**src/pcqm_pkg.sv**
```systemverilog
// Shared types and constants for the pedal cadence quadrature meter.
// No dependencies; imported by every module of the block but pcqm_fifo.
package pcqm_pkg;

  localparam int MAG_W   = 7;
  localparam int MINP_W  = 32;
  localparam int IDLE_W  = 16;
  localparam int SCALE_W = 32;
  localparam int CAD_W   = 16;
  localparam int CFG_IDX_W  = 3;
  localparam int CFG_DATA_W = 32;

  localparam logic [CFG_IDX_W-1:0] CFG_MAGNET_COUNT     = 3'd0;
  localparam logic [CFG_IDX_W-1:0] CFG_MIN_PERIOD_TICKS = 3'd1;
  localparam logic [CFG_IDX_W-1:0] CFG_MAX_IDLE_SAMPLES = 3'd2;
  localparam logic [CFG_IDX_W-1:0] CFG_INVERT_DIRECTION = 3'd3;
  localparam logic [CFG_IDX_W-1:0] CFG_RPM_SCALE        = 3'd4;

  localparam logic [MAG_W-1:0]   MAG_RST   = 7'd1;
  localparam logic [MINP_W-1:0]  MINP_RST  = 32'd1;
  localparam logic [IDLE_W-1:0]  IDLE_RST  = 16'hFFFF;
  localparam logic [SCALE_W-1:0] SCALE_RST = 32'd9600000;

  localparam logic [CAD_W-1:0] CAD_POS_MAX = 16'h7FFF;
  localparam logic [CAD_W-1:0] CAD_NEG_MAX = 16'h8000;

  typedef enum logic [1:0] {
    DIR_NONE = 2'd0,
    DIR_FWD  = 2'd1,
    DIR_REV  = 2'd2,
    DIR_BAD  = 2'd3
  } dir_t;

  typedef struct packed {
    logic is_edge;
    dir_t dir;
  } cmd_t;

  function automatic dir_t dir_lookup(input logic [3:0] idx);
    dir_t d;
    unique case (idx)
      4'd0, 4'd5, 4'd10, 4'd15: d = DIR_NONE;
      4'd2, 4'd4, 4'd11, 4'd13: d = DIR_FWD;
      4'd1, 4'd7, 4'd8,  4'd14: d = DIR_REV;
      default:                  d = DIR_BAD;
    endcase
    return d;
  endfunction

endpackage

```
**src/pedal_cadence_quadrature_meter_core.sv**
```systemverilog
// Top level of the pedal cadence quadrature meter: config registers and wiring.
// Depends on pcqm_pkg, pcqm_front, pcqm_fifo and pcqm_back.
//
//   channel  handshake         payload
//   in       in_push/in_full   in_sensor_a_level, in_sensor_b_level, in_time_stamp
//   out      out_pop/out_empty out_cadence
//   cfg      cfg_we            cfg_index, cfg_data
//
// A sample with both sensors high and an accepted period of at most 32 bits goes
// through ST_IDLE, ST_CHECK, ST_DIV (waiting on the bit-serial divider), ST_FORM
// and ST_OUT; other samples skip ST_DIV, and only wider periods visit ST_FORM.
// The front accepts while the two-entry command queue has room, so samples
// arrive while the back end divides or a result waits to be popped.
// rst_n is synchronous; reset loads the register defaults and clears the control state.
module pedal_cadence_quadrature_meter_core #(
  parameter int TIME_WIDTH = 32
) (
  input  logic                                 clk,
  input  logic                                 rst_n,
  input  logic                                 in_push,
  output logic                                 in_full,
  input  logic                                 in_sensor_a_level,
  input  logic                                 in_sensor_b_level,
  input  logic [TIME_WIDTH-1:0]                in_time_stamp,
  output logic                                 out_empty,
  input  logic                                 out_pop,
  output logic signed [pcqm_pkg::CAD_W-1:0]    out_cadence,
  input  logic                                 cfg_we,
  input  logic [pcqm_pkg::CFG_IDX_W-1:0]       cfg_index,
  input  logic [pcqm_pkg::CFG_DATA_W-1:0]      cfg_data
);
  import pcqm_pkg::*;

  localparam int PW = TIME_WIDTH + MAG_W;
  localparam int CMD_W = $bits(cmd_t);
  localparam int QW = CMD_W + PW;

  logic [MAG_W-1:0]   mag_r, mag_nxt;
  logic [MINP_W-1:0]  minp_r, minp_nxt;
  logic [IDLE_W-1:0]  max_idle_r, max_idle_nxt;
  logic               invert_r, invert_nxt;
  logic [SCALE_W-1:0] scale_r, scale_nxt;

  logic          q_push, q_full, q_pop, q_empty;
  cmd_t          f_cmd, b_cmd;
  logic [PW-1:0] f_period, b_period;
  logic [QW-1:0] q_wdata, q_rdata;

  always_comb begin
    mag_nxt      = mag_r;
    minp_nxt     = minp_r;
    max_idle_nxt = max_idle_r;
    invert_nxt   = invert_r;
    scale_nxt    = scale_r;
    if (cfg_we) begin
      unique case (cfg_index)
        CFG_MAGNET_COUNT:     mag_nxt      = cfg_data[MAG_W-1:0];
        CFG_MIN_PERIOD_TICKS: minp_nxt     = cfg_data[MINP_W-1:0];
        CFG_MAX_IDLE_SAMPLES: max_idle_nxt = cfg_data[IDLE_W-1:0];
        CFG_INVERT_DIRECTION: invert_nxt   = cfg_data[0];
        CFG_RPM_SCALE:        scale_nxt    = cfg_data[SCALE_W-1:0];
        default: ;
      endcase
    end
  end

  always_ff @(posedge clk) begin
    if (!rst_n) begin
      mag_r      <= MAG_RST;
      minp_r     <= MINP_RST;
      max_idle_r <= IDLE_RST;
      invert_r   <= 1'b0;
      scale_r    <= SCALE_RST;
    end else begin
      mag_r      <= mag_nxt;
      minp_r     <= minp_nxt;
      max_idle_r <= max_idle_nxt;
      invert_r   <= invert_nxt;
      scale_r    <= scale_nxt;
    end
  end

  pcqm_front #(
    .TIME_WIDTH (TIME_WIDTH)
  ) u_front (
    .clk               (clk),
    .rst_n             (rst_n),
    .in_push           (in_push),
    .in_sensor_a_level (in_sensor_a_level),
    .in_sensor_b_level (in_sensor_b_level),
    .in_time_stamp     (in_time_stamp),
    .in_full           (in_full),
    .magnet_count      (mag_r),
    .fifo_full         (q_full),
    .fifo_push         (q_push),
    .cmd               (f_cmd),
    .period            (f_period)
  );

  assign q_wdata  = {f_cmd, f_period};
  assign b_cmd    = cmd_t'(q_rdata[QW-1:PW]);
  assign b_period = q_rdata[PW-1:0];

  pcqm_fifo #(
    .DW    (QW),
    .DEPTH (2)
  ) u_fifo (
    .clk       (clk),
    .rst_n     (rst_n),
    .push      (q_push),
    .push_data (q_wdata),
    .full      (q_full),
    .pop       (q_pop),
    .pop_data  (q_rdata),
    .empty     (q_empty)
  );

  pcqm_back #(
    .TIME_WIDTH (TIME_WIDTH)
  ) u_back (
    .clk              (clk),
    .rst_n            (rst_n),
    .fifo_empty       (q_empty),
    .fifo_pop         (q_pop),
    .cmd              (b_cmd),
    .period           (b_period),
    .min_period_ticks (minp_r),
    .max_idle_samples (max_idle_r),
    .invert_direction (invert_r),
    .rpm_scale        (scale_r),
    .out_empty        (out_empty),
    .out_pop          (out_pop),
    .out_cadence      (out_cadence)
  );

endmodule

```
**src/pcqm_front.sv**
```systemverilog
// Front end: accepts sensor samples, classifies transitions, forms the period.
// Depends on pcqm_pkg.
module pcqm_front #(
  parameter int TIME_WIDTH = 32
) (
  input  logic                                 clk,
  input  logic                                 rst_n,
  input  logic                                 in_push,
  input  logic                                 in_sensor_a_level,
  input  logic                                 in_sensor_b_level,
  input  logic [TIME_WIDTH-1:0]                in_time_stamp,
  output logic                                 in_full,
  input  logic [pcqm_pkg::MAG_W-1:0]           magnet_count,
  input  logic                                 fifo_full,
  output logic                                 fifo_push,
  output pcqm_pkg::cmd_t                       cmd,
  output logic [TIME_WIDTH+pcqm_pkg::MAG_W-1:0] period
);
  import pcqm_pkg::*;

  localparam int PW = TIME_WIDTH + MAG_W;

  logic [1:0]            prev_state_r, prev_state_nxt;
  logic [TIME_WIDTH-1:0] prev_time_r, prev_time_nxt;
  logic [1:0]            smp_state;
  logic [TIME_WIDTH-1:0] diff;
  logic                  accept;

  assign accept    = in_push & ~fifo_full;
  assign in_full   = fifo_full;
  assign fifo_push = accept;
  assign smp_state = {in_sensor_b_level, in_sensor_a_level};
  assign diff      = in_time_stamp - prev_time_r;

  always_comb begin
    cmd.is_edge = (smp_state == 2'b11);
    cmd.dir     = dir_lookup({prev_state_r, smp_state});
    period      = PW'(diff) * PW'(magnet_count);
    prev_state_nxt = prev_state_r;
    prev_time_nxt  = prev_time_r;
    if (accept) begin
      prev_state_nxt = smp_state;
      if (cmd.is_edge) begin
        prev_time_nxt = in_time_stamp;
      end
    end
  end

  always_ff @(posedge clk) begin
    if (!rst_n) begin
      prev_state_r <= '0;
      prev_time_r  <= '0;
    end else begin
      prev_state_r <= prev_state_nxt;
      prev_time_r  <= prev_time_nxt;
    end
  end

endmodule

```
**src/pcqm_fifo.sv**
```systemverilog
// Short command queue between the front and back ends.
// Generic width and depth; no package dependency.
module pcqm_fifo #(
  parameter int DW    = 8,
  parameter int DEPTH = 2
) (
  input  logic          clk,
  input  logic          rst_n,
  input  logic          push,
  input  logic [DW-1:0] push_data,
  output logic          full,
  input  logic          pop,
  output logic [DW-1:0] pop_data,
  output logic          empty
);
  localparam int AW = (DEPTH > 1) ? $clog2(DEPTH) : 1;
  localparam int CW = $clog2(DEPTH + 1);

  logic [DW-1:0] mem_r [DEPTH];
  logic [AW-1:0] wr_ptr_r, wr_ptr_nxt;
  logic [AW-1:0] rd_ptr_r, rd_ptr_nxt;
  logic [CW-1:0] count_r, count_nxt;
  logic          do_push, do_pop;

  assign full     = (count_r == CW'(DEPTH));
  assign empty    = (count_r == '0);
  assign do_push  = push & ~full;
  assign do_pop   = pop & ~empty;
  assign pop_data = mem_r[rd_ptr_r];

  always_comb begin
    wr_ptr_nxt = wr_ptr_r;
    rd_ptr_nxt = rd_ptr_r;
    count_nxt  = count_r;
    if (do_push) begin
      wr_ptr_nxt = (wr_ptr_r == AW'(DEPTH - 1)) ? '0 : wr_ptr_r + 1'b1;
    end
    if (do_pop) begin
      rd_ptr_nxt = (rd_ptr_r == AW'(DEPTH - 1)) ? '0 : rd_ptr_r + 1'b1;
    end
    if (do_push && !do_pop) begin
      count_nxt = count_r + 1'b1;
    end else if (do_pop && !do_push) begin
      count_nxt = count_r - 1'b1;
    end
  end

  always_ff @(posedge clk) begin
    if (do_push) begin
      mem_r[wr_ptr_r] <= push_data;
    end
  end

  always_ff @(posedge clk) begin
    if (!rst_n) begin
      wr_ptr_r <= '0;
      rd_ptr_r <= '0;
      count_r  <= '0;
    end else begin
      wr_ptr_r <= wr_ptr_nxt;
      rd_ptr_r <= rd_ptr_nxt;
      count_r  <= count_nxt;
    end
  end

endmodule

```
**src/pcqm_div.sv**
```systemverilog
// Restoring divider, one quotient bit per cycle, 32-bit operands.
// Depends on pcqm_pkg for the operand width.
module pcqm_div (
  input  logic                        clk,
  input  logic                        rst_n,
  input  logic                        start,
  input  logic [pcqm_pkg::SCALE_W-1:0] dividend,
  input  logic [pcqm_pkg::SCALE_W-1:0] divisor,
  output logic                        done,
  output logic [pcqm_pkg::SCALE_W-1:0] quotient
);
  import pcqm_pkg::*;

  localparam int NW = $clog2(SCALE_W);

  logic [SCALE_W-1:0] rem_r, rem_nxt;
  logic [SCALE_W-1:0] quo_r, quo_nxt;
  logic [SCALE_W-1:0] div_r, div_nxt;
  logic [NW-1:0]      cnt_r, cnt_nxt;
  logic               busy_r, busy_nxt;
  logic               done_r, done_nxt;
  logic [SCALE_W:0]   trial;
  logic               ge;

  assign trial    = {rem_r, quo_r[SCALE_W-1]};
  assign ge       = (trial >= {1'b0, div_r});
  assign done     = done_r;
  assign quotient = quo_r;

  always_comb begin
    rem_nxt  = rem_r;
    quo_nxt  = quo_r;
    div_nxt  = div_r;
    cnt_nxt  = cnt_r;
    busy_nxt = busy_r;
    done_nxt = 1'b0;
    if (start) begin
      rem_nxt  = '0;
      quo_nxt  = dividend;
      div_nxt  = divisor;
      cnt_nxt  = '0;
      busy_nxt = 1'b1;
    end else if (busy_r) begin
      rem_nxt = ge ? SCALE_W'(trial - {1'b0, div_r}) : trial[SCALE_W-1:0];
      quo_nxt = {quo_r[SCALE_W-2:0], ge};
      cnt_nxt = cnt_r + 1'b1;
      if (cnt_r == NW'(SCALE_W - 1)) begin
        busy_nxt = 1'b0;
        done_nxt = 1'b1;
      end
    end
  end

  always_ff @(posedge clk) begin
    rem_r <= rem_nxt;
    quo_r <= quo_nxt;
    div_r <= div_nxt;
    cnt_r <= cnt_nxt;
  end

  always_ff @(posedge clk) begin
    if (!rst_n) begin
      busy_r <= 1'b0;
      done_r <= 1'b0;
    end else begin
      busy_r <= busy_nxt;
      done_r <= done_nxt;
    end
  end

endmodule

```
**src/pcqm_back.sv**
```systemverilog
// Back end: executes queued commands, divides, saturates, holds the result.
// Depends on pcqm_pkg and pcqm_div.
module pcqm_back #(
  parameter int TIME_WIDTH = 32
) (
  input  logic                                  clk,
  input  logic                                  rst_n,
  input  logic                                  fifo_empty,
  output logic                                  fifo_pop,
  input  pcqm_pkg::cmd_t                        cmd,
  input  logic [TIME_WIDTH+pcqm_pkg::MAG_W-1:0] period,
  input  logic [pcqm_pkg::MINP_W-1:0]           min_period_ticks,
  input  logic [pcqm_pkg::IDLE_W-1:0]           max_idle_samples,
  input  logic                                  invert_direction,
  input  logic [pcqm_pkg::SCALE_W-1:0]          rpm_scale,
  output logic                                  out_empty,
  input  logic                                  out_pop,
  output logic signed [pcqm_pkg::CAD_W-1:0]     out_cadence
);
  import pcqm_pkg::*;

  localparam int PW = TIME_WIDTH + MAG_W;
  localparam int EW = (PW > SCALE_W) ? PW : SCALE_W + 1;

  typedef enum logic [4:0] {
    ST_IDLE  = 5'b00001,
    ST_CHECK = 5'b00010,
    ST_DIV   = 5'b00100,
    ST_FORM  = 5'b01000,
    ST_OUT   = 5'b10000
  } state_t;

  state_t             state_r, state_nxt;
  cmd_t               cmd_r, cmd_nxt;
  logic [PW-1:0]      period_r, period_nxt;
  logic               big_r, big_nxt;
  logic [CAD_W-1:0]   cadence_r, cadence_nxt;
  logic [IDLE_W-1:0]  idle_r, idle_nxt;
  logic               out_valid_r, out_valid_nxt;
  logic [CAD_W-1:0]   out_cad_r, out_cad_nxt;

  logic [EW-1:0]      period_ext;
  logic               big, period_ok;
  logic [IDLE_W-1:0]  idle_inc;
  logic               div_start, div_done;
  logic [SCALE_W-1:0] div_q, q;
  logic [SCALE_W:0]   mag;
  logic               neg;
  logic [CAD_W-1:0]   formed;

  pcqm_div u_div (
    .clk      (clk),
    .rst_n    (rst_n),
    .start    (div_start),
    .dividend (rpm_scale),
    .divisor  (period_ext[SCALE_W-1:0]),
    .done     (div_done),
    .quotient (div_q)
  );

  assign period_ext  = EW'(period_r);
  assign big         = |period_ext[EW-1:SCALE_W];
  assign period_ok   = (period_ext != '0) && (period_ext >= EW'(min_period_ticks));
  assign idle_inc    = (idle_r == '1) ? idle_r : idle_r + 1'b1;
  assign out_empty   = ~out_valid_r;
  assign out_cadence = out_cad_r;

  always_comb begin
    q   = big_r ? '0 : div_q;
    mag = (cmd_r.dir == DIR_BAD) ? {q, 1'b0} : {1'b0, q};
    neg = (cmd_r.dir == DIR_REV) ^ invert_direction;
    if (cmd_r.dir == DIR_NONE) begin
      formed = '0;
    end else if (neg) begin
      formed = (mag > (SCALE_W + 1)'(CAD_NEG_MAX)) ? CAD_NEG_MAX : CAD_W'(-mag);
    end else begin
      formed = (mag > (SCALE_W + 1)'(CAD_POS_MAX)) ? CAD_POS_MAX : mag[CAD_W-1:0];
    end
  end

  always_comb begin
    state_nxt     = state_r;
    cmd_nxt       = cmd_r;
    period_nxt    = period_r;
    big_nxt       = big_r;
    cadence_nxt   = cadence_r;
    idle_nxt      = idle_r;
    out_valid_nxt = out_valid_r;
    out_cad_nxt   = out_cad_r;
    fifo_pop      = 1'b0;
    div_start     = 1'b0;
    if (out_valid_r && out_pop) begin
      out_valid_nxt = 1'b0;
    end
    unique case (state_r)
      ST_IDLE: begin
        if (!fifo_empty) begin
          fifo_pop   = 1'b1;
          cmd_nxt    = cmd;
          period_nxt = period;
          state_nxt  = ST_CHECK;
        end
      end
      ST_CHECK: begin
        if (!cmd_r.is_edge) begin
          idle_nxt = idle_inc;
          if (idle_inc > max_idle_samples) begin
            cadence_nxt = '0;
          end
          state_nxt = ST_OUT;
        end else if (!period_ok) begin
          state_nxt = ST_OUT;
        end else if (big) begin
          big_nxt   = 1'b1;
          state_nxt = ST_FORM;
        end else begin
          big_nxt   = 1'b0;
          div_start = 1'b1;
          state_nxt = ST_DIV;
        end
      end
      ST_DIV: begin
        if (div_done) begin
          state_nxt = ST_FORM;
        end
      end
      ST_FORM: begin
        cadence_nxt = formed;
        idle_nxt    = '0;
        state_nxt   = ST_OUT;
      end
      ST_OUT: begin
        if (!out_valid_r || out_pop) begin
          out_valid_nxt = 1'b1;
          out_cad_nxt   = cadence_r;
          state_nxt     = ST_IDLE;
        end
      end
      default: state_nxt = ST_IDLE;
    endcase
  end

  always_ff @(posedge clk) begin
    cmd_r     <= cmd_nxt;
    period_r  <= period_nxt;
    big_r     <= big_nxt;
    out_cad_r <= out_cad_nxt;
  end

  always_ff @(posedge clk) begin
    if (!rst_n) begin
      state_r     <= ST_IDLE;
      cadence_r   <= '0;
      idle_r      <= '0;
      out_valid_r <= 1'b0;
    end else begin
      state_r     <= state_nxt;
      cadence_r   <= cadence_nxt;
      idle_r      <= idle_nxt;
      out_valid_r <= out_valid_nxt;
    end
  end

endmodule

```
**config.mk**
```make
export PLATFORM = sky130hd
export DESIGN_NAME = pedal_cadence_quadrature_meter_core
export DESIGN_NICKNAME = d
export VERILOG_FILES = /design/src/pcqm_pkg.sv /design/src/pedal_cadence_quadrature_meter_core.sv /design/src/pcqm_front.sv /design/src/pcqm_fifo.sv /design/src/pcqm_div.sv /design/src/pcqm_back.sv
export SDC_FILE = /design/constraint.sdc
export NUM_CORES = 1
export LEC_CHECK = 0
export BUFFER_PORTS_ARGS = -buffer_cell sky130_fd_sc_hd__buf_2
export CORE_AREA = 2 2 211 213
export DETAILED_ROUTE_END_ITERATION = 6
export DIE_AREA = 0 0 213 215
export GPL_ROUTABILITY_DRIVEN = 0
export GPL_TIMING_DRIVEN = 0
export PLACE_DENSITY = 0.81
export SLEW_MARGIN = 20
export SYNTH_ARGS = -nofsm -noshare
export SYNTH_HDL_FRONTEND = slang
export SYNTH_SLANG_ARGS = --single-unit
```
**constraint.sdc**
```tcl
create_clock -name clk -period 10.4 [get_ports clk]
set_input_delay 2.08 -clock clk [delete_from_list [all_inputs] [get_ports clk]]
set_output_delay 2.08 -clock clk [all_outputs]
set_load 0.01 [all_outputs]
```
==> results of run 1 <==
==> per-stage QoR <==
step / utilization, % / worst slack (ns) / hold slack (ns) / std cells / area [um2]
floorplan: - / 2.05 / 0.409 / 2865 / 27600
global placement: 65.9 / 1.05 / 0.417 / 3548 / 28800
detailed placement: 66.2 / 0.857 / 0.416 / 3553 / 28900
CTS: 69.6 / 1.45 / 0.433 / 3633 / 30400
global route: 69.6 / 0.878 / 0.436 / 3633 / 30400
finish: 69.6 / 1.19 / 0.434 / 3633 / 30400
==> layout make-up <==
cell class	instances	area share (%)
clock inverter	19	0.935
multi-input combinational	2042	51.7
inverter	298	3.68
buffer	115	1.58
tap	592	2.44
sequential	410	33.8
timing repair buffer	96	1.81
clock buffer	61	4.00
==> path summary, 6_finish.rpt <==
check / startpoint / endpoint / slack [ns] / cells after the start
min: u_back.cadence_r[8]$_SDFFE_PN0P_ / u_back.out_cadence[8]$_DFFE_PP_ / 0.43 / 0
max: in_time_stamp[0] / u_fifo.mem_r[0][36]$_DFFE_PP_ / 1.19 / 30
max reg2reg: u_front.prev_time_r[0]$_SDFFE_PN0P_ / u_fifo.mem_r[0][36]$_DFFE_PP_ / 2.52 / 28
min reg2reg: u_back.cadence_r[8]$_SDFFE_PN0P_ / u_back.out_cadence[8]$_DFFE_PP_ / 0.43 / 0
==> registers in the layout (all words and copies together), names as in the netlist, 2 cells and up <==
register,flops
max_idle_r,16
mag_r,7
u_back.state_r,5
u_back.idle_r,16
u_back.out_cadence,16
minp_r,32
u_back.u_div.div_r,32
u_back.cmd_r,3
u_front.prev_state_r,2
u_back.u_div.cnt_r,5
u_back.u_div.rem_r,32
u_back.u_div.quotient,32
u_back.period_ext,39
u_back.cadence_r,16
u_fifo.count_r,2
u_fifo.mem_r,84
scale_r,32
u_front.prev_time_r,32
==> layer usage <==
metal / up-vias / part of all wire, %
li1: 10100 / -
met1: 10500 / 39
met2: 908 / 48
met3: 248 / 6.7
met4: 0 / 5.5
met5: - / 0
==> cells in the mapped netlist (all sizes together) (18+ instances only) <==
| library cell | count | area share [%] |
|---|---|---|
| a21oi | 129 | 2.4 |
| a211oi | 37 | 1.1 |
| and2 | 153 | 3.5 |
| ha | 174 | 7.9 |
| mux2 | 80 | 3.3 |
| o21ai | 86 | 1.6 |
| a21boi | 107 | 2.9 |
| inv | 298 | 4.1 |
| o21a | 27 | 0.74 |
| a21o | 61 | 1.7 |
| a31oi | 23 | 0.52 |
| nor2 | 135 | 1.9 |
| nand2 | 396 | 5.4 |
| nor2b | 40 | 0.91 |
| buf | 18 | 0.41 |
| nand3 | 49 | 0.91 |
| dfxtp | 203 | 15 |
| clkbuf | 97 | 1.3 |
| and3 | 18 | 0.43 |
| nor3 | 20 | 0.38 |
| nand2b | 25 | 0.57 |
| edfxtp | 207 | 23 |
| nand4 | 26 | 0.59 |
| xnor2 | 80 | 2.5 |
| o211ai | 26 | 0.71 |
| mux2i | 27 | 0.98 |
| xor2 | 30 | 0.95 |
| fa | 151 | 11 |
==> layout by cell type, fill, tap and decap left out, types with 16 or more instances in the layout <==
cell	n
sky130_fd_sc_hd__a21oi_1	126
sky130_fd_sc_hd__mux2_2	77
sky130_fd_sc_hd__nand2_1	396
sky130_fd_sc_hd__o21a_1	27
sky130_fd_sc_hd__nor2_1	132
sky130_fd_sc_hd__buf_2	99
sky130_fd_sc_hd__nand2b_1	25
sky130_fd_sc_hd__a31oi_1	23
sky130_fd_sc_hd__clkbuf_1	109
sky130_fd_sc_hd__xnor2_1	80
sky130_fd_sc_hd__a21o_1	61
sky130_fd_sc_hd__a211oi_1	34
sky130_fd_sc_hd__xor2_1	30
sky130_fd_sc_hd__mux2i_1	27
sky130_fd_sc_hd__nand4_1	26
sky130_fd_sc_hd__a21boi_0	104
sky130_fd_sc_hd__clkbuf_16	44
sky130_fd_sc_hd__nor2b_1	39
sky130_fd_sc_hd__o31ai_1	16
sky130_fd_sc_hd__dfxtp_1	203
sky130_fd_sc_hd__nor3_1	19
sky130_fd_sc_hd__and2_1	153
sky130_fd_sc_hd__inv_1	297
sky130_fd_sc_hd__fa_1	151
sky130_fd_sc_hd__and3_1	17
sky130_fd_sc_hd__ha_1	174
sky130_fd_sc_hd__edfxtp_1	207
sky130_fd_sc_hd__o211ai_1	26
sky130_fd_sc_hd__o21ai_1	20
sky130_fd_sc_hd__nand3_1	48
sky130_fd_sc_hd__o21ai_0	64
==> cells by family after synthesis <==
logic type / after synthesis
multiplexers: 107
flip-flops: 410
XOR/XNOR: 110
AO/OA/AOI/OAI: 586
buffers and inverters: 413
adder cells (fa/ha/maj): 325
AND/OR/NAND/NOR: 914
==> report_power, final <==
part           switching (W)  leakage, nW  internal (W)
combinational       0.000783         8.34      0.000515
sequential          0.000185         3.53       0.00200
clock               0.000671        0.717      0.000952
total                0.00164         12.6       0.00347
==> results list, run 1 <==
- Die area: 45800 um2
- Relative slew margins: approximately 43%
- STA puts the critical path data arrival time at 9.52 ns.
- Antenna violations before repair: 0
- In the synthesized netlist the dominant register cell turns out to be sky130_fd_sc_hd__edfxtp_1.
- TritonCTS built the clock tree.
- Final clock skew: between 0.02 and 0.03 ns
- The slowest stage of the critical path is the sky130_fd_sc_hd__xnor2_1 cell.
- The via count of the first global-routing pass is 22300.
- In this run, synthesis produced a sequential element count of 410.
- Std cell rows: 77
- In the final layout, the share of cells above drive strength 1 is 9.37%.
* Xor/xnor share of the synthesized area: 3.49%
- Starting utilization of the core area: 63.2%
- TNS Setup: 0 ns
- Met2 usage in global routing: 51.5%
- Dividing the detail-routed via count by the number of cells gives 5.97.
- Simple-Gate Fraction of Synth Area: 15.9%
- Power comes to 0.00511 W.
* Max Transition Viols Final: 0
- For the worst-skew pair, the clock arrives at the later sink with an insertion delay of 0.59 ns.
- Wires add up to 67.7 mm.
- Core outline area: 43600 um2
- IR analysis of the VDD net gives a maximum drop of about 0.13 mV.
- In this run the worst hold path is classified as flip-flop to flip-flop.
- After layout, the minimum clock period comes to 9.21 ns.
- Maximum number of pins on one net before global-route repair: 37
* P_leak: 12.6 nW
- Multi-input combinational cell area: approximately 16000 um2
- Clock sink count: 410
- On the worst path, the slowest cell contributes a delay of 0.58 ns.
- Run status: finished clean
- Met1 layer usage reported by global route: 36.1%
- Global-route wire length before repair: between 100 and 150 mm
* Area growth from synthesis to layout: 10.2%
- Clock root buffer: sky130_fd_sc_hd__clkbuf_16
- Endpoint class of the critical path: flip-flop
- In the final layout, flip-flops and latches occupy ~10000 um2.
* I/O pin cnt: a little over 90
- First-pass iteration count of the detailed router: 7
- Setup violations remaining at the end of the flow were counted as 0.
- Post-CTS timing repair inserted 0 buffers for setup.
* Max-cap check violation count: 0
* Overall Global Routing Usage: 30.0%
- Transition time at the pin with the least slew margin: 0.862 ns
* Netlist area before placement: 27600 um2
- In the final routed layout, each cell accounts on average for 18.6 um.
- Adder-cell share of the synthesized area: 18.9%
* Avg Synthesized Cell Area: just under 10 um2
- Critical path launch point type: input pin
- Dpl hpwl: 51.2 mm
- The most numerous cell type found on the critical path is sky130_fd_sc_hd__fa_1.
* Post-synth EDFFs: about 210
* Antenna viol nets, final: 0
- Total number of vias: ~22000
- 0 antenna diodes ended up in the layout.
- Max H-tree Level: 2
- At the end of the flow, the number of nets in the layout was 3405.
- Post-CTS repair changed the size of 0 cells.
- Number of DRC markers after the initial detailed-route iteration: 1880
- For this design, the CTS-stage hold fixing added 0 buffers.
- The share of the Yosys chip area taken by registers is 37.3%.
- The filler cells instantiated in the layout total 3176.
- Fin crit share: 88.5%
- Final hold violation count: 0
- At the worst endpoint, the required time is ~11 ns.
- Summing the areas of all compound-gate instances in the mapped netlist gives 14.5% of the synthesized area.
* Highest achievable clock rate: 109 MHz
- Buffers placed on the I/O ports in this run total 91.
* Met3 layer usage reported by global route: between 4 and 5%
- Critical-path maximum fanout: 7
- Longest Clk Path Bufs: 3
* Power density cells: 168 nW/um2
- The number of nets in the synthesized netlist is 3264.
- Number of DRC violations after detailed routing: 0
- Vert. Die Dim: roughly 220 um
- Number of clock buffers inserted by TritonCTS: 43
* DIE WIDTH: 213 um
* Multiplexer fraction of the synthesized cell area: roughly 4.2%
- After synthesis, the largest family of logic cells by area is adder cells.
* Type of the worst setup path: input pin to flip-flop
- Routing layer with the top usage in global route: met2
- Unrepaired setup endpoints after global routing: no
- Number of cells produced by synthesis: ~2900
- Synthesis instantiated 83 different standard cells from the library.
- During synthesis, Yosys emitted a total of 0 warnings.
* Overall overflow remaining after global route: 0
- CP delay by family, top: adder cells
- After clock tree synthesis, the clock-pin slew on the worst setup and hold paths is 0.06 ns.
- Counting flops with an async set or reset pin after synthesis yields a share of 0%.
- Counting both buffers and inverters, the worst setup path holds a total of 4.
No activity file was read; power rests on OpenSTA's default activity.
==> run 2: changes to the inputs <==
ABC_AREA = 1   (was default)
CORE_AREA = 2 2 216 218   (was 2 2 211 213)
DIE_AREA = 0 0 218 220   (was 0 0 213 215)
==> run 2 against run 1 <==
  * Design area increased by 4.4%
  * Routed wire length is 13% higher
  * Via count up 18%
  * Highest routed layer unchanged
  * Sequential share of layout area decreased by 1.4 points
  * Clock power about the same
==> results list, run 2 <==
- The post-synthesis sequential element count was 410 (unchanged).
- Worst-case reg-to-reg path depth: 29 (was 28)
* Run status: finished clean (unchanged)
* Clock sink count: 410 (unchanged)
* Std cell rows: 79 (was 77)
- The shortest period the worst path allows came to 8.41 ns (was 9.21 ns).
* Total detailed-routing wirelength: 76.7 mm (was 67.7 mm)
- The clock tree root buffer cell is sky130_fd_sc_hd__clkbuf_16 (unchanged).
- Max H-tree Level: 2 (unchanged)
- The actual transition at the worst max-transition pin is 1.09 ns (was 0.862 ns).
- Starting utilization of the core area: 63.0% (was 63.2%)
- Max VDD drop: 0.163 mV (was 0.135 mV)
- The DRC marker count from the first detailed-route iteration came to 2508 (was 1880).
- Commonest cells in the netlist: sky130_fd_sc_hd__nand2_1, sky130_fd_sc_hd__inv_1, sky130_fd_sc_hd__nor2_1 (was sky130_fd_sc_hd__nand2_1, sky130_fd_sc_hd__inv_1, sky130_fd_sc_hd__edfxtp_1)
* Post-layout net count: 4273 (was 3405)
* Register name with the most flops: u_fifo.mem_r (unchanged)
- The height of the die came to 220 um (was 215 um).
- Xor/xnor share of the synthesized area: 2.60% (was 3.49%)
- The worst setup slack for register-to-register paths came to 3.31 ns (was 2.52 ns).
- The post-synthesis cell area is 28900 um2 (was 27600 um2).
* Critical-path maximum fanout: 7 (unchanged)
- The number of logic stages on the critical path including buffering came to 31 (was 30).
- The post-route worst setup slack came to 1.99 ns (was 1.19 ns).
* DIE WIDTH: 218 um (was 213 um)
- Required @ worst endpoint: 10.82 ns (was 10.72 ns)
- Core outline area: 45900 um2 (was 43600 um2)
- Unique masters post-synth: 55 (was 83)
- The fraction of final layout cells with drive strength greater than 1 came to 6.88% (was 9.37%).
- The initial antenna violation count was 0 (unchanged).
* Number of buffer cells added on primary ports: 90 (was 91)
- The kind of cell with the highest combined delay on the critical path is adder cells (unchanged).
* Buffers & Inverters on Critical Path: 7 (was 4)
- The hold-critical path depth is 0 (unchanged).
- Total power draw: 0.00572 W (was 0.00511 W)
* Vias per std cell: 5.67 (was 5.97)
- The reg-to-reg critical path endpoint is u_fifo.mem_r[1][38]$_DFFE_PP_ (was u_fifo.mem_r[0][36]$_DFFE_PP_).
- Final Setup Violations: 0 (unchanged)
* Final clock skew: 0.0246 ns (was 0.0278 ns)
* Filler cells: 3746 (was 3176)
- Highest-count cells in the layout ignoring fill and taps: sky130_fd_sc_hd__nand2_1, sky130_fd_sc_hd__inv_1, sky130_fd_sc_hd__nor2_1, sky130_fd_sc_hd__a21oi_1, sky130_fd_sc_hd__nand3_1 (was sky130_fd_sc_hd__nand2_1, sky130_fd_sc_hd__inv_1, sky130_fd_sc_hd__edfxtp_1, sky130_fd_sc_hd__dfxtp_1, sky130_fd_sc_hd__ha_1).
* First-pass iteration count of the detailed router: 6 (was 7)
- The main combinational cell family by area after synthesis is simple AND/OR/NAND/NOR gates (was adder cells).
- Post-detailed-route wirelength per cell: 17.0 um (was 18.6 um)
- Antenna viol nets, final: 0 (unchanged)
- Number of cells produced by synthesis: 3735 (was 2865)
- The CTS tree is built (unchanged).
- Largest register FFs: 84 (unchanged)
* Max Transition Viols Final: 0 (unchanged)
- The beginning of the worst register-to-register path was u_front.prev_time_r[0]$_SDFFE_PN0P_ (unchanged).
- The number of hold buffers added after CTS came to 0 (unchanged).
- Post-synth ARST share: 0% (unchanged)
* Endpoint class of the critical path: flip-flop (unchanged)
* Avg Synthesized Cell Area: 7.74 um2 (was 9.63 um2)
- Part of the Yosys area used for sequential elements: 35.6% (was 37.3%)
- The latest clock arrival within the worst-skew pair was 0.61 ns (was 0.59 ns).
* Kind of path behind the tightest hold check: flip-flop to flip-flop (unchanged)
- The library cell with the largest summed area after synthesis is sky130_fd_sc_hd__edfxtp_1 (unchanged).
- The number of synthesized flops with an enable pin was 207 (unchanged).
- The setup TNS is 0 ns (unchanged).
- The post-place instance area was 30200 um2 (was 28900 um2).
* Reg clk slew, reported paths: 0.06 ns (about the same)
- The final hold violation count came to 0 (unchanged).
- The number of antenna repair diodes came to 0 (unchanged).
- The achievable frequency is 119 MHz (was 109 MHz).
* Multiplexer fraction of the synthesized cell area: 0% (was 4.25%)
- The area fraction in compound gates after synthesis came to 9.84% (was 14.5%).
- Vias in the first global route: 24700 (was 22300)
- Global-route wire length before repair: 123 mm (was 110 mm)
- Critical path launch point type: input pin (unchanged)
- Overall overflow remaining after global route: 0 (unchanged)
- Most area-consuming cells after synthesis: sky130_fd_sc_hd__edfxtp_1, sky130_fd_sc_hd__dfxtp_1, sky130_fd_sc_hd__nand2_1 (was sky130_fd_sc_hd__edfxtp_1, sky130_fd_sc_hd__dfxtp_1, sky130_fd_sc_hd__fa_1)
* Signal arrival time at the worst endpoint: 8.83 ns (was 9.52 ns)
- Most prevalent standard cell on the critical path: sky130_fd_sc_hd__nand2_1 (was sky130_fd_sc_hd__fa_1)
- Endpoint of the worst hold-timing path: u_back.out_cadence[5]$_DFFE_PP_ (was u_back.out_cadence[8]$_DFFE_PP_)
* Number of instances resized during post-cts repair: 0 (unchanged)
* Longest Clk Path Bufs: 3 (unchanged)
* Summed area of non-filler cells in the final layout: 31700 um2 (was 30400 um2)
- Fin crit share: 80.9% (was 88.5%)
- Net count of the mapped netlist: 4134 (was 3264)
- The fraction of the mapped netlist area in adder cells was 18.0% (was 18.9%).
- The overall routing resource usage was 32.4% (was 30.0%).
- Total number of vias: 25600 (was 21700)
* Top-count cell post-synth: sky130_fd_sc_hd__nand2_1 (unchanged)
- The area growth from synthesis to layout is 9.71% (was 10.2%).
- The pin count of the biggest net entering global routing came to 42 (was 37).
- Number of DRC violations after detailed routing: 0 (unchanged)
- Commonest non-fill, non-tap cell in the layout: sky130_fd_sc_hd__nand2_1 (unchanged)
- Yosys Warn Count: 0 (unchanged)
* Dpl hpwl: 59.6 mm (was 51.2 mm)
- Unrepaired setup endpoints after global routing: no (unchanged).
* Worst slack at placement: 1.59 ns (was 0.857 ns)
- The die area was 48000 um2 (was 45800 um2).
- The simple-gate area share of the yosys netlist is 25.3% (was 15.9%).
- The startpoint of the tightest hold check path was u_back.cadence_r[5]$_SDFFE_PN0P_ (was u_back.cadence_r[8]$_SDFFE_PN0P_).
- The slowest library cell on the worst path is sky130_fd_sc_hd__fa_1 (was sky130_fd_sc_hd__xnor2_1).
- The TritonCTS buffer count is 44 (was 43).
- Number of buffers inserted by post-CTS setup repair: 0 (unchanged)
- Relative slew margins: 27.1% (was 42.5%)
- The number of I/O pins came to 92 (unchanged).
- Delay of the slowest critical-path stage: 0.57 ns (was 0.58 ns)
- The leakage component of the power came to 14.8 nW (was 12.6 nW).
- Power density cells: 180 nW/um2 (was 168 nW/um2)
- Max-cap check violation count: 0 (unchanged)
- Primary flip-flop cell chosen by synthesis mapping: sky130_fd_sc_hd__edfxtp_1 (unchanged)
* Fraction of synthesized cell area taken by the top area cell type: 21.5% (was 22.5%)
- The category of the critical setup timing path is input pin to flip-flop (unchanged).
==> run 2: layout make-up <==
| type | instances | area (um2) | share of cell area (%) |
|---|---|---|---|
| Multi-Input combinational cell | 2698 | 16200 | 50.9 |
| Buffer | 113 | 579 | 1.83 |
| Clock inverter | 24 | 279 | 0.879 |
| Timing Repair Buffer | 93 | 518 | 1.63 |
| Clock buffer | 58 | 1220 | 3.86 |
| Sequential cell | 410 | 10300 | 32.4 |
| Inverter | 514 | 1930 | 6.09 |
| Tap cell | 607 | 759 | 2.39 |
==> run 2: through the flow <==
stage	utilization [%]	instances	hold WS (ns)
finish	69.2	4517	0.416
global route	69.2	4517	0.435
CTS	69.2	4517	0.419
detailed placement	65.9	4435	0.415
global placement	65.7	4432	0.415
floorplan	-	3735	0.409
==> run 2: cell families after synthesis <==
group	Yosys count
adders and majority gates	325
buffers and inverters	627
xor gates and xnor gates	86
and+or+nand+nor	1762
DFF	410
AOI/OAI and AO/OA	525
==> run 2: worst max path at each step <==
| stage | to | from |
|---|---|---|
| global placement | u_fifo.mem_r[0][38]$_DFFE_PP_ | in_time_stamp[0] |
| detailed placement | u_fifo.mem_r[0][38]$_DFFE_PP_ | in_time_stamp[0] |
| global route | u_fifo.mem_r[1][38]$_DFFE_PP_ | in_time_stamp[0] |
| floorplan | u_fifo.mem_r[0][22]$_DFFE_PP_ | in_time_stamp[0] |
| finish | u_fifo.mem_r[1][38]$_DFFE_PP_ | in_time_stamp[0] |
| CTS | u_fifo.mem_r[1][38]$_DFFE_PP_ | in_time_stamp[0] |
==> run 2: report_power, final <==
group | switching, W | leakage (nW) | total (W) | internal (W)
Combinational | 0.00127 | 10.5 | 0.00188 | 0.000612
Clock | 0.000694 | 0.730 | 0.00162 | 0.000922
Sequential | 0.000154 | 3.58 | 0.00222 | 0.00207
Total | 0.00212 | 14.8 | 0.00572 | 0.00360
==> run 2: metal layers <==
metal	track usage, %	up-vias	routed length [um]
li1	-	12400	-
met2	53.6	1178	35400
met5	0	-	0
met3	4.15	279	5730
met1	40.6	11800	30400
met4	19.7	0	5170
